File: config.mk
export PLATFORM = sky130hd
export DESIGN_NAME = udp_ipv4_header_checksum_gen_core
export DESIGN_NICKNAME = d
export VERILOG_FILES = /design/src/design/udpck_pkg.sv /design/src/design/udp_ipv4_header_checksum_gen_core.sv /design/src/design/udpck_front.sv /design/src/design/udpck_fifo.sv /design/src/design/udpck_back.sv
export SDC_FILE = /design/constraint.sdc
export NUM_CORES = 1
export LEC_CHECK = 0
export ABC_CLOCK_PERIOD_IN_PS = 17400
export BUFFER_PORTS_ARGS = -buffer_cell sky130_fd_sc_hd__buf_2
export CORE_ASPECT_RATIO = 2
export CORE_MARGIN = 3
export CORE_UTILIZATION = 57
export CTS_CLUSTER_SIZE = 30
export DETAILED_ROUTE_END_ITERATION = 10
export GPL_ROUTABILITY_DRIVEN = 0
export GPL_TIMING_DRIVEN = 1
export HOLD_SLACK_MARGIN = 0.06
export PLACE_DENSITY = 0.74
export SLEW_MARGIN = 20
export SYNTH_ARGS = -nofsm -noshare
export SYNTH_HDL_FRONTEND = slang
export SYNTH_HIERARCHICAL = 1
export SYNTH_SLANG_ARGS = --single-unit
export TNS_END_PERCENT = 20
File: constraint.sdc
create_clock -name aclk -period 17.4 [get_ports aclk]
set_input_delay 1.74 -clock aclk [delete_from_list [all_inputs] [get_ports aclk]]
set_output_delay 1.74 -clock aclk [all_outputs]
set_load 0.005 [all_outputs]
File: src/design/udpck_pkg.sv
// Shared types, constants and the checksum fold for the UDP/IPv4 checksum generator.
// No dependencies; used by every module of the block.
package udpck_pkg;

    localparam int CFG_ADDR_W = 3;
    localparam int CFG_DATA_W = 32;
    localparam int REC_CNT_W  = 16;
    localparam int LEN_OUT_W  = 11;

    localparam logic [CFG_ADDR_W-1:0] REG_SRC_ADDR  = 3'd0;
    localparam logic [CFG_ADDR_W-1:0] REG_DST_ADDR  = 3'd1;
    localparam logic [CFG_ADDR_W-1:0] REG_SRC_PORT  = 3'd2;
    localparam logic [CFG_ADDR_W-1:0] REG_DST_PORT  = 3'd3;
    localparam logic [CFG_ADDR_W-1:0] REG_TTL       = 3'd4;
    localparam logic [CFG_ADDR_W-1:0] REG_SERVICE   = 3'd5;
    localparam logic [CFG_ADDR_W-1:0] REG_FLAGS_FRG = 3'd6;
    localparam logic [CFG_ADDR_W-1:0] REG_VER_IHL   = 3'd7;

    localparam logic [7:0]  TTL_RESET     = 8'd128;
    localparam logic [7:0]  VER_IHL_RESET = 8'h45;
    localparam logic [7:0]  UDP_PROTOCOL  = 8'h11;
    localparam logic [15:0] UDP_HDR_BYTES = 16'd8;
    localparam logic [15:0] IP_HDR_BYTES  = 16'd20;

    typedef struct packed {
        logic [31:0] src_addr;
        logic [31:0] dst_addr;
        logic [15:0] sport;
        logic [15:0] dport;
        logic [7:0]  ttl;
        logic [7:0]  service;
        logic [15:0] flags_frag;
        logic [7:0]  ver_ihl;
    } cfg_t;

    localparam cfg_t CFG_RESET = '{src_addr: 32'd0, dst_addr: 32'd0, sport: 16'd0,
                                   dport: 16'd0, ttl: TTL_RESET, service: 8'd0,
                                   flags_frag: 16'd0, ver_ihl: VER_IHL_RESET};

    // One finished packet handed from the front end to the back end
    typedef struct packed {
        logic [31:0]          sum;
        logic [REC_CNT_W-1:0] count;
        logic                 too_long;
    } pkt_rec_t;

    function automatic logic [15:0] fold_complement(input logic [31:0] s);
        logic [16:0] t;
        logic [16:0] u;
        t = {1'b0, s[31:16]} + {1'b0, s[15:0]};
        u = {16'd0, t[16]} + {1'b0, t[15:0]};
        return ~u[15:0];
    endfunction

endpackage

File: src/design/udp_ipv4_header_checksum_gen_core.sv
// Top level of the UDP/IPv4 header field and checksum generator: configuration
// registers, front end, record queue and back end. Depends on udpck_pkg and all udpck_ modules.
//
// Usage:
//   Input channel (s_): one UDP payload byte per item, s_last_byte marks the
//   packet's final byte. One byte is taken per cycle while the record queue
//   has room; bytes beyond MAX_PAYLOAD are dropped and flagged as too_long.
//   Result channel (m_): one item per packet with payload count, UDP length,
//   IPv4 total length, identification (1 for the first packet after reset),
//   IPv4 header checksum and UDP checksum.
//   Throughput: one byte per cycle while the record queue has room, one
//   result per cycle at most.
//   A four-entry queue of packet records sits between the byte accumulator
//   and the three-stage checksum pipeline; when m_ready is low the pipeline
//   holds, the queue fills, and s_ready drops only once four records wait.
//   Configuration (cfg_): write-only registers; the user writes them only when the block is idle (not enforced).
//   Reset (aresetn low, synchronous) clears the partial packet, queue,
//   pipeline, identification counter and loads the register defaults.
module udp_ipv4_header_checksum_gen_core #(
    parameter int MAX_PAYLOAD = 1472
) (
    input  logic        aclk,
    input  logic        aresetn,
    input  logic        cfg_wr_en,
    input  logic [2:0]  cfg_index,
    input  logic [31:0] cfg_wr_data,
    input  logic        s_valid,
    output logic        s_ready,
    input  logic [7:0]  s_payload_byte,
    input  logic        s_last_byte,
    output logic        m_valid,
    input  logic        m_ready,
    output logic [10:0] m_payload_count,
    output logic [10:0] m_udp_len_field,
    output logic [10:0] m_ip_total_len,
    output logic [15:0] m_ident_field,
    output logic [15:0] m_ip_header_sum,
    output logic [15:0] m_udp_sum,
    output logic        m_too_long
);

    udpck_pkg::cfg_t     cfg_reg, cfg_next;
    udpck_pkg::pkt_rec_t push_rec, pop_rec;
    logic                push, pop, fifo_empty, fifo_full;

    always_comb begin
        cfg_next = cfg_reg;
        if (cfg_wr_en) begin
            case (cfg_index)
                udpck_pkg::REG_SRC_ADDR:  cfg_next.src_addr   = cfg_wr_data;
                udpck_pkg::REG_DST_ADDR:  cfg_next.dst_addr   = cfg_wr_data;
                udpck_pkg::REG_SRC_PORT:  cfg_next.sport      = cfg_wr_data[15:0];
                udpck_pkg::REG_DST_PORT:  cfg_next.dport      = cfg_wr_data[15:0];
                udpck_pkg::REG_TTL:       cfg_next.ttl        = cfg_wr_data[7:0];
                udpck_pkg::REG_SERVICE:   cfg_next.service    = cfg_wr_data[7:0];
                udpck_pkg::REG_FLAGS_FRG: cfg_next.flags_frag = cfg_wr_data[15:0];
                udpck_pkg::REG_VER_IHL:   cfg_next.ver_ihl    = cfg_wr_data[7:0];
                default:                  cfg_next            = cfg_reg;
            endcase
        end
    end

    always_ff @(posedge aclk) begin
        if (!aresetn) begin
            cfg_reg <= udpck_pkg::CFG_RESET;
        end else begin
            cfg_reg <= cfg_next;
        end
    end

    udpck_front #(
        .MAX_PAYLOAD(MAX_PAYLOAD)
    ) u_front (
        .aclk          (aclk),
        .aresetn       (aresetn),
        .s_valid       (s_valid),
        .s_ready       (s_ready),
        .s_payload_byte(s_payload_byte),
        .s_last_byte   (s_last_byte),
        .fifo_full     (fifo_full),
        .push          (push),
        .push_rec      (push_rec)
    );

    udpck_fifo u_fifo (
        .aclk    (aclk),
        .aresetn (aresetn),
        .push    (push),
        .push_rec(push_rec),
        .pop     (pop),
        .pop_rec (pop_rec),
        .empty   (fifo_empty),
        .full    (fifo_full)
    );

    udpck_back u_back (
        .aclk           (aclk),
        .aresetn        (aresetn),
        .cfg            (cfg_reg),
        .rec_avail      (!fifo_empty),
        .rec            (pop_rec),
        .pop            (pop),
        .m_valid        (m_valid),
        .m_ready        (m_ready),
        .m_payload_count(m_payload_count),
        .m_udp_len_field(m_udp_len_field),
        .m_ip_total_len (m_ip_total_len),
        .m_ident_field  (m_ident_field),
        .m_ip_header_sum(m_ip_header_sum),
        .m_udp_sum      (m_udp_sum),
        .m_too_long     (m_too_long)
    );

endmodule

File: src/design/udpck_front.sv
// Front end: accepts payload bytes, pairs them into big-endian words and sums them.
// Pushes one packet record per last byte. Depends on udpck_pkg.
module udpck_front #(
    parameter int MAX_PAYLOAD = 1472
) (
    input  logic                aclk,
    input  logic                aresetn,
    input  logic                s_valid,
    output logic                s_ready,
    input  logic [7:0]          s_payload_byte,
    input  logic                s_last_byte,
    input  logic                fifo_full,
    output logic                push,
    output udpck_pkg::pkt_rec_t push_rec
);

    localparam int CNT_W = $clog2(MAX_PAYLOAD + 1);
    localparam logic [CNT_W-1:0] MAX_CNT = CNT_W'(MAX_PAYLOAD);

    logic [31:0]      sum_reg, sum_next;
    logic [CNT_W-1:0] cnt_reg, cnt_next;
    logic [7:0]       held_reg, held_next;
    logic             odd_reg, odd_next;
    logic             ovf_reg, ovf_next;

    logic             accept;
    logic             counted;
    logic [15:0]      word;
    logic [31:0]      sum_with;
    logic [CNT_W-1:0] cnt_new;
    logic             ovf_new;

    assign s_ready = !fifo_full;
    assign accept  = s_valid && s_ready;
    assign counted = cnt_reg < MAX_CNT;

    always_comb begin
        if (counted) begin
            if (odd_reg) begin
                word = {held_reg, s_payload_byte};
            end else if (s_last_byte) begin
                word = {s_payload_byte, 8'd0};
            end else begin
                word = 16'd0;
            end
        end else if (odd_reg && s_last_byte) begin
            word = {held_reg, 8'd0};
        end else begin
            word = 16'd0;
        end
    end

    assign sum_with = sum_reg + {16'd0, word};
    assign cnt_new  = counted ? cnt_reg + CNT_W'(1) : cnt_reg;
    assign ovf_new  = ovf_reg || !counted;

    assign push              = accept && s_last_byte;
    assign push_rec.sum      = sum_with;
    assign push_rec.count    = udpck_pkg::REC_CNT_W'(cnt_new);
    assign push_rec.too_long = ovf_new;

    always_comb begin
        sum_next  = sum_reg;
        cnt_next  = cnt_reg;
        held_next = held_reg;
        odd_next  = odd_reg;
        ovf_next  = ovf_reg;
        if (accept) begin
            if (s_last_byte) begin
                sum_next  = 32'd0;
                cnt_next  = '0;
                held_next = 8'd0;
                odd_next  = 1'b0;
                ovf_next  = 1'b0;
            end else begin
                sum_next = sum_with;
                cnt_next = cnt_new;
                ovf_next = ovf_new;
                if (counted) begin
                    odd_next = !odd_reg;
                    if (!odd_reg) begin
                        held_next = s_payload_byte;
                    end
                end
            end
        end
    end

    always_ff @(posedge aclk) begin
        if (!aresetn) begin
            sum_reg  <= 32'd0;
            cnt_reg  <= '0;
            held_reg <= 8'd0;
            odd_reg  <= 1'b0;
            ovf_reg  <= 1'b0;
        end else begin
            sum_reg  <= sum_next;
            cnt_reg  <= cnt_next;
            held_reg <= held_next;
            odd_reg  <= odd_next;
            ovf_reg  <= ovf_next;
        end
    end

endmodule

File: src/design/udpck_fifo.sv
// Four-entry queue of packet records between the front and back ends.
// Depends on udpck_pkg.
module udpck_fifo (
    input  logic                aclk,
    input  logic                aresetn,
    input  logic                push,
    input  udpck_pkg::pkt_rec_t push_rec,
    input  logic                pop,
    output udpck_pkg::pkt_rec_t pop_rec,
    output logic                empty,
    output logic                full
);

    localparam int DEPTH = 4;
    localparam int PTR_W = $clog2(DEPTH);

    udpck_pkg::pkt_rec_t mem_reg [DEPTH];
    logic [PTR_W-1:0]    wr_ptr_reg, wr_ptr_next;
    logic [PTR_W-1:0]    rd_ptr_reg, rd_ptr_next;
    logic [PTR_W:0]      fill_reg, fill_next;
    logic                do_push, do_pop;

    assign empty   = fill_reg == '0;
    assign full    = fill_reg == (PTR_W+1)'(DEPTH);
    assign do_push = push && !full;
    assign do_pop  = pop && !empty;
    assign pop_rec = mem_reg[rd_ptr_reg];

    always_comb begin
        wr_ptr_next = do_push ? wr_ptr_reg + PTR_W'(1) : wr_ptr_reg;
        rd_ptr_next = do_pop ? rd_ptr_reg + PTR_W'(1) : rd_ptr_reg;
        fill_next   = fill_reg;
        if (do_push && !do_pop) begin
            fill_next = fill_reg + (PTR_W+1)'(1);
        end else if (do_pop && !do_push) begin
            fill_next = fill_reg - (PTR_W+1)'(1);
        end
    end

    always_ff @(posedge aclk) begin
        if (do_push) begin
            mem_reg[wr_ptr_reg] <= push_rec;
        end
    end

    always_ff @(posedge aclk) begin
        if (!aresetn) begin
            wr_ptr_reg <= '0;
            rd_ptr_reg <= '0;
            fill_reg   <= '0;
        end else begin
            wr_ptr_reg <= wr_ptr_next;
            rd_ptr_reg <= rd_ptr_next;
            fill_reg   <= fill_next;
        end
    end

endmodule

File: src/design/udpck_back.sv
// Back end: three-stage pipeline that builds lengths, identification and both checksums
// from a packet record. Depends on udpck_pkg.
module udpck_back (
    input  logic                aclk,
    input  logic                aresetn,
    input  udpck_pkg::cfg_t     cfg,
    input  logic                rec_avail,
    input  udpck_pkg::pkt_rec_t rec,
    output logic                pop,
    output logic                m_valid,
    input  logic                m_ready,
    output logic [10:0]         m_payload_count,
    output logic [10:0]         m_udp_len_field,
    output logic [10:0]         m_ip_total_len,
    output logic [15:0]         m_ident_field,
    output logic [15:0]         m_ip_header_sum,
    output logic [15:0]         m_udp_sum,
    output logic                m_too_long
);

    logic        adv;
    logic [15:0] ident_reg;

    // stage 1
    logic        v1_reg;
    logic [31:0] sum1_reg;
    logic [15:0] cnt1_reg, udp_len1_reg, ip_len1_reg, ident1_reg;
    logic [17:0] addr1_reg;
    logic        tl1_reg;

    // stage 2
    logic        v2_reg;
    logic [31:0] ip_s2_reg, udp_s2_reg;
    logic [15:0] cnt2_reg, udp_len2_reg, ip_len2_reg, ident2_reg;
    logic        tl2_reg;

    // output stage
    logic        v3_reg;
    logic [15:0] ip_fold, udp_fold;

    assign adv = !v3_reg || m_ready;
    assign pop = adv && rec_avail;

    assign ip_fold  = udpck_pkg::fold_complement(ip_s2_reg);
    assign udp_fold = udpck_pkg::fold_complement(udp_s2_reg);

    always_ff @(posedge aclk) begin
        if (!aresetn) begin
            v1_reg    <= 1'b0;
            v2_reg    <= 1'b0;
            v3_reg    <= 1'b0;
            ident_reg <= 16'd0;
        end else begin
            if (adv) begin
                v1_reg <= rec_avail;
                v2_reg <= v1_reg;
                v3_reg <= v2_reg;
            end
            if (pop) begin
                ident_reg <= ident_reg + 16'd1;
            end
        end
    end

    always_ff @(posedge aclk) begin
        if (adv) begin
            sum1_reg     <= rec.sum;
            cnt1_reg     <= rec.count;
            tl1_reg      <= rec.too_long;
            udp_len1_reg <= rec.count + udpck_pkg::UDP_HDR_BYTES;
            ip_len1_reg  <= rec.count + udpck_pkg::UDP_HDR_BYTES + udpck_pkg::IP_HDR_BYTES;
            ident1_reg   <= ident_reg + 16'd1;
            addr1_reg    <= 18'(cfg.src_addr[31:16]) + 18'(cfg.src_addr[15:0])
                          + 18'(cfg.dst_addr[31:16]) + 18'(cfg.dst_addr[15:0]);

            ip_s2_reg    <= 32'({cfg.ver_ihl, cfg.service}) + 32'(ip_len1_reg)
                          + 32'(ident1_reg) + 32'(cfg.flags_frag)
                          + 32'({cfg.ttl, udpck_pkg::UDP_PROTOCOL}) + 32'(addr1_reg);
            udp_s2_reg   <= sum1_reg + 32'(addr1_reg) + 32'(udpck_pkg::UDP_PROTOCOL)
                          + 32'(udp_len1_reg) + 32'(udp_len1_reg)
                          + 32'(cfg.sport) + 32'(cfg.dport);
            cnt2_reg     <= cnt1_reg;
            udp_len2_reg <= udp_len1_reg;
            ip_len2_reg  <= ip_len1_reg;
            ident2_reg   <= ident1_reg;
            tl2_reg      <= tl1_reg;

            m_payload_count <= cnt2_reg[10:0];
            m_udp_len_field <= udp_len2_reg[10:0];
            m_ip_total_len  <= ip_len2_reg[10:0];
            m_ident_field   <= ident2_reg;
            m_ip_header_sum <= ip_fold;
            m_udp_sum       <= (udp_fold == 16'd0) ? 16'hffff : udp_fold;
            m_too_long      <= tl2_reg;
        end
    end

    assign m_valid = v3_reg;

endmodule

==> summary.txt <==
Status
  • Status: complete, no violations

STA
  • Clk_skew: 0.0201 ns
  • Max Fclk: 0.195 GHz
  • Hold_ws: 0.419 ns
  • Endpoints failing setup: 0
  • Final min period: 5.14 ns
  • Worst slew margin: 0.304
  • Final hold violation count: 0
  • Worst slew pin tran: 1.04 ns
  • Final period util: 0.295
  • Setup TNS: 0 ns
  • RSZ-0062 raised after global routing: false
  • Max-slew violation count: 0

Clock network
  • Hold buffer count at CTS: 0
  • Post-cts sizing count: 0
  • CTS sink cnt: 692
  • Setup Buffers After CTS: 0
  • Clock Root Buffer: clkbuf_16
  • Reg clk slew, reported paths: 0.07 ns
  • CTS H-tree lvls: 2
  • TritonCTS Buffers: 58
  • CTS tree: yes
  • Worst skew pair latency: 0.63 ns
  • CTS Buffer Depth: 3

Routing
  • Starting DRT DRC Count: 1349
  • Detailed-route via count: 21700
  • Detail Route Antenna Nets: 0
  • DR WL/cell: 20.7 µm
  • Final wirelength: 77.6 mm
  • Detailed-route vias per instance: 5.77
  • Drc violations: 0
  • DRT Pass-1 Iters: 6

Floorplanning
  • Die height: 357 µm
  • Io pins: 133
  • Die ar.: 64800 µm²
  • Initial Util: 0.576
  • Core region area: 61000 µm²
  • # rows: 128
  • Die W: 182 µm

Global routing
  • Initial antenna violation count: 0
  • Met1 usage: 0.245
  • Global route total overflow: 0
  • Met2 global-route usage: 0.449
  • Vias in the first global route: 22600
  • GRT Total Usage: 0.239
  • Grt peak-use layer: met2
  • First-pass GRT wire length: 121 mm
  • Met3 GRT Util: 0.0271
  • Largest net degree at the start of global routing: 119

Synthesis
  • Cell count after synthesis: 2826
  • Syn. warnings: 6
  • Post-synth EDFFs: 475
  • Synthesized area per cell: 12.4 µm²
  • Syn Std Cell Area: 35100 µm²
  • Yosys cell types: 98
  • Primary FF master, synth: edfxtp_1
  • Sequential share of the synthesized area: 0.530
  • Flops & latches, synth: 692
  • Async S/R FF share, synth: 0

Place
  • IO Port Bufs: 132
  • HPWL after DPL: 59.2 mm
  • Cells after DPL: 3648

Critical path
  • Startpoint Class: flip-flop
  • Startpoint of the worst-slack reg-to-reg timing path: cfg_reg[42]$_SDFFE_PN0P_
  • R2R cell count: 18
  • WP data required: 17.76 ns
  • Worst flop-to-flop path endpoint: u_back/udp_s2_reg[28]$_DFFE_PN_
  • Crit end category: flip-flop
  • FF-to-FF setup slack: 12.26 ns
  • Worst Path Arrival: 5.50 ns
  • Worst Path Max Fanout: 5
  • Crit path kind: reg2reg

Layout
  • Number of nets in the layout: 3255
  • Commonest non-fill, non-tap cell in the layout: edfxtp_1
  • Largest register FFs: 196
  • Share of cells above drive strength 1: 0.112
  • Final core utilization: 0.626
  • Antenna diode count: 0
  • Commonest cells after routing, fill and taps aside: edfxtp_1, inv_1, nand2_1, dfxtp_1, mux2i_1
  • Final std cells w/o fill: 3757
  • P&R area growth vs syn: 8.73%
  • # fillers: 4655

Job
  • Number of max-cap violations: 0

Hold path
  • HP Class: reg2reg
  • Hold worst-path end: u_back/m_payload_count[0]$_DFFE_PN_
  • Hold depth: 0
  • HP Start: u_back/cnt2_reg[0]$_DFFE_PN_

Pwr
  • Power per cell area: 162 nW/µm²
  • Worst IR Drop VDD: 0.0906 mV
  • Total chip power: 6200 µW
  • Leak: 0.0156 µW
## worst max-delay path: stages, from the launching register on
cell and delay [ns]:
dfxtp_1 0.34, inv_1 0.06, fa_1 0.53, inv_1 0.06
fa_1 0.53, inv_1 0.06, fa_1 0.47, inv_1 0.07
ha_1 0.20, fa_1 0.23, a21o_1 0.13, a21oi_1 0.09
o21ai_0 0.36, a211oi_1 0.16, o31ai_1 0.57, a211oi_1 0.21
o41a_1 0.48, nand2b_1 0.18, xnor2_1 0.14
## worst max path at each step
stage | from | to | slack [ns] | depth (start not counted)
after floorplan | m_ready | u_fifo/fill_reg[2]$_SDFFE_PN0P_ | 7.88 | 12
after detailed placement | cfg_reg[42]$_SDFFE_PN0P_ | u_back/udp_s2_reg[28]$_DFFE_PN_ | 12.29 | 18
after global placement | cfg_reg[42]$_SDFFE_PN0P_ | u_back/udp_s2_reg[28]$_DFFE_PN_ | 12.44 | 18
after global routing | cfg_reg[42]$_SDFFE_PN0P_ | u_back/udp_s2_reg[28]$_DFFE_PN_ | 12.06 | 18
final | cfg_reg[42]$_SDFFE_PN0P_ | u_back/udp_s2_reg[28]$_DFFE_PN_ | 12.26 | 18
after CTS | cfg_reg[42]$_SDFFE_PN0P_ | u_back/udp_s2_reg[28]$_DFFE_PN_ | 12.25 | 18
## routing by layer
layer / vias to the layer above / share of wire
met5: - / 0
met4: 0 / 0.081
met3: 240 / 0.039
met2: 676 / 0.54
met1: 10600 / 0.34
li1: 10100 / -
## metrics by stage
stage               setup slack (ns)  area (µm²)
floorplan                       7.88       35100
global placement               12.44       36300
detailed placement             12.29       36300
CTS                            12.25       38200
global route                   12.06       38200
finish                         12.26       38200
## cells in the mapped netlist, types with 20 or more instances
library cell	number	area, µm²
a211oi_1	21	158
xor2_1	69	604
edfxtp_1	475	14300
mux2i_1	143	1430
a21o_1	25	188
nor3_1	37	185
fa_1	140	2800
ha_1	138	1730
o21ai_0	64	320
and2_1	38	238
buf_4	20	150
mux4_2	47	1060
and3_1	51	319
inv_1	313	1170
buf_2	22	110
nor2_1	88	330
nand3_1	47	235
a21oi_1	65	325
nand2_1	274	1030
dfxtp_1	217	4340
xnor2_1	119	1040
nor2b_1	54	338
clkbuf_1	50	188
## layout make-up
type | instances | area, µm² | area share
sequential | 692 | 18600 | 0.487
multi-input combinational | 1711 | 14700 | 0.385
clock buffer | 70 | 1530 | 0.0400
inverter | 313 | 1180 | 0.0310
tap | 780 | 976 | 0.0256
timing repair buffer | 152 | 817 | 0.0214
clock inverter | 39 | 362 | 0.00947
## power breakdown
group	internal, µW	total [µW]	switching [µW]
clock network	694	1290	595
registers	2210	2390	182
logic	1010	2520	1510
## kinds of logic after synthesis
kind of cell,count (synthesis),synth area share
XOR/XNOR,190,0.0480
flip-flops,692,0.530
buffers and inverters,427,0.0522
other,1,0.000107
AND/OR/NAND/NOR,696,0.0984
AO/OA/AOI/OAI,349,0.0698
multiplexers,193,0.0727
adder cells (fa/ha/maj),278,0.129
No activity file was read; power rests on OpenSTA's default activity.
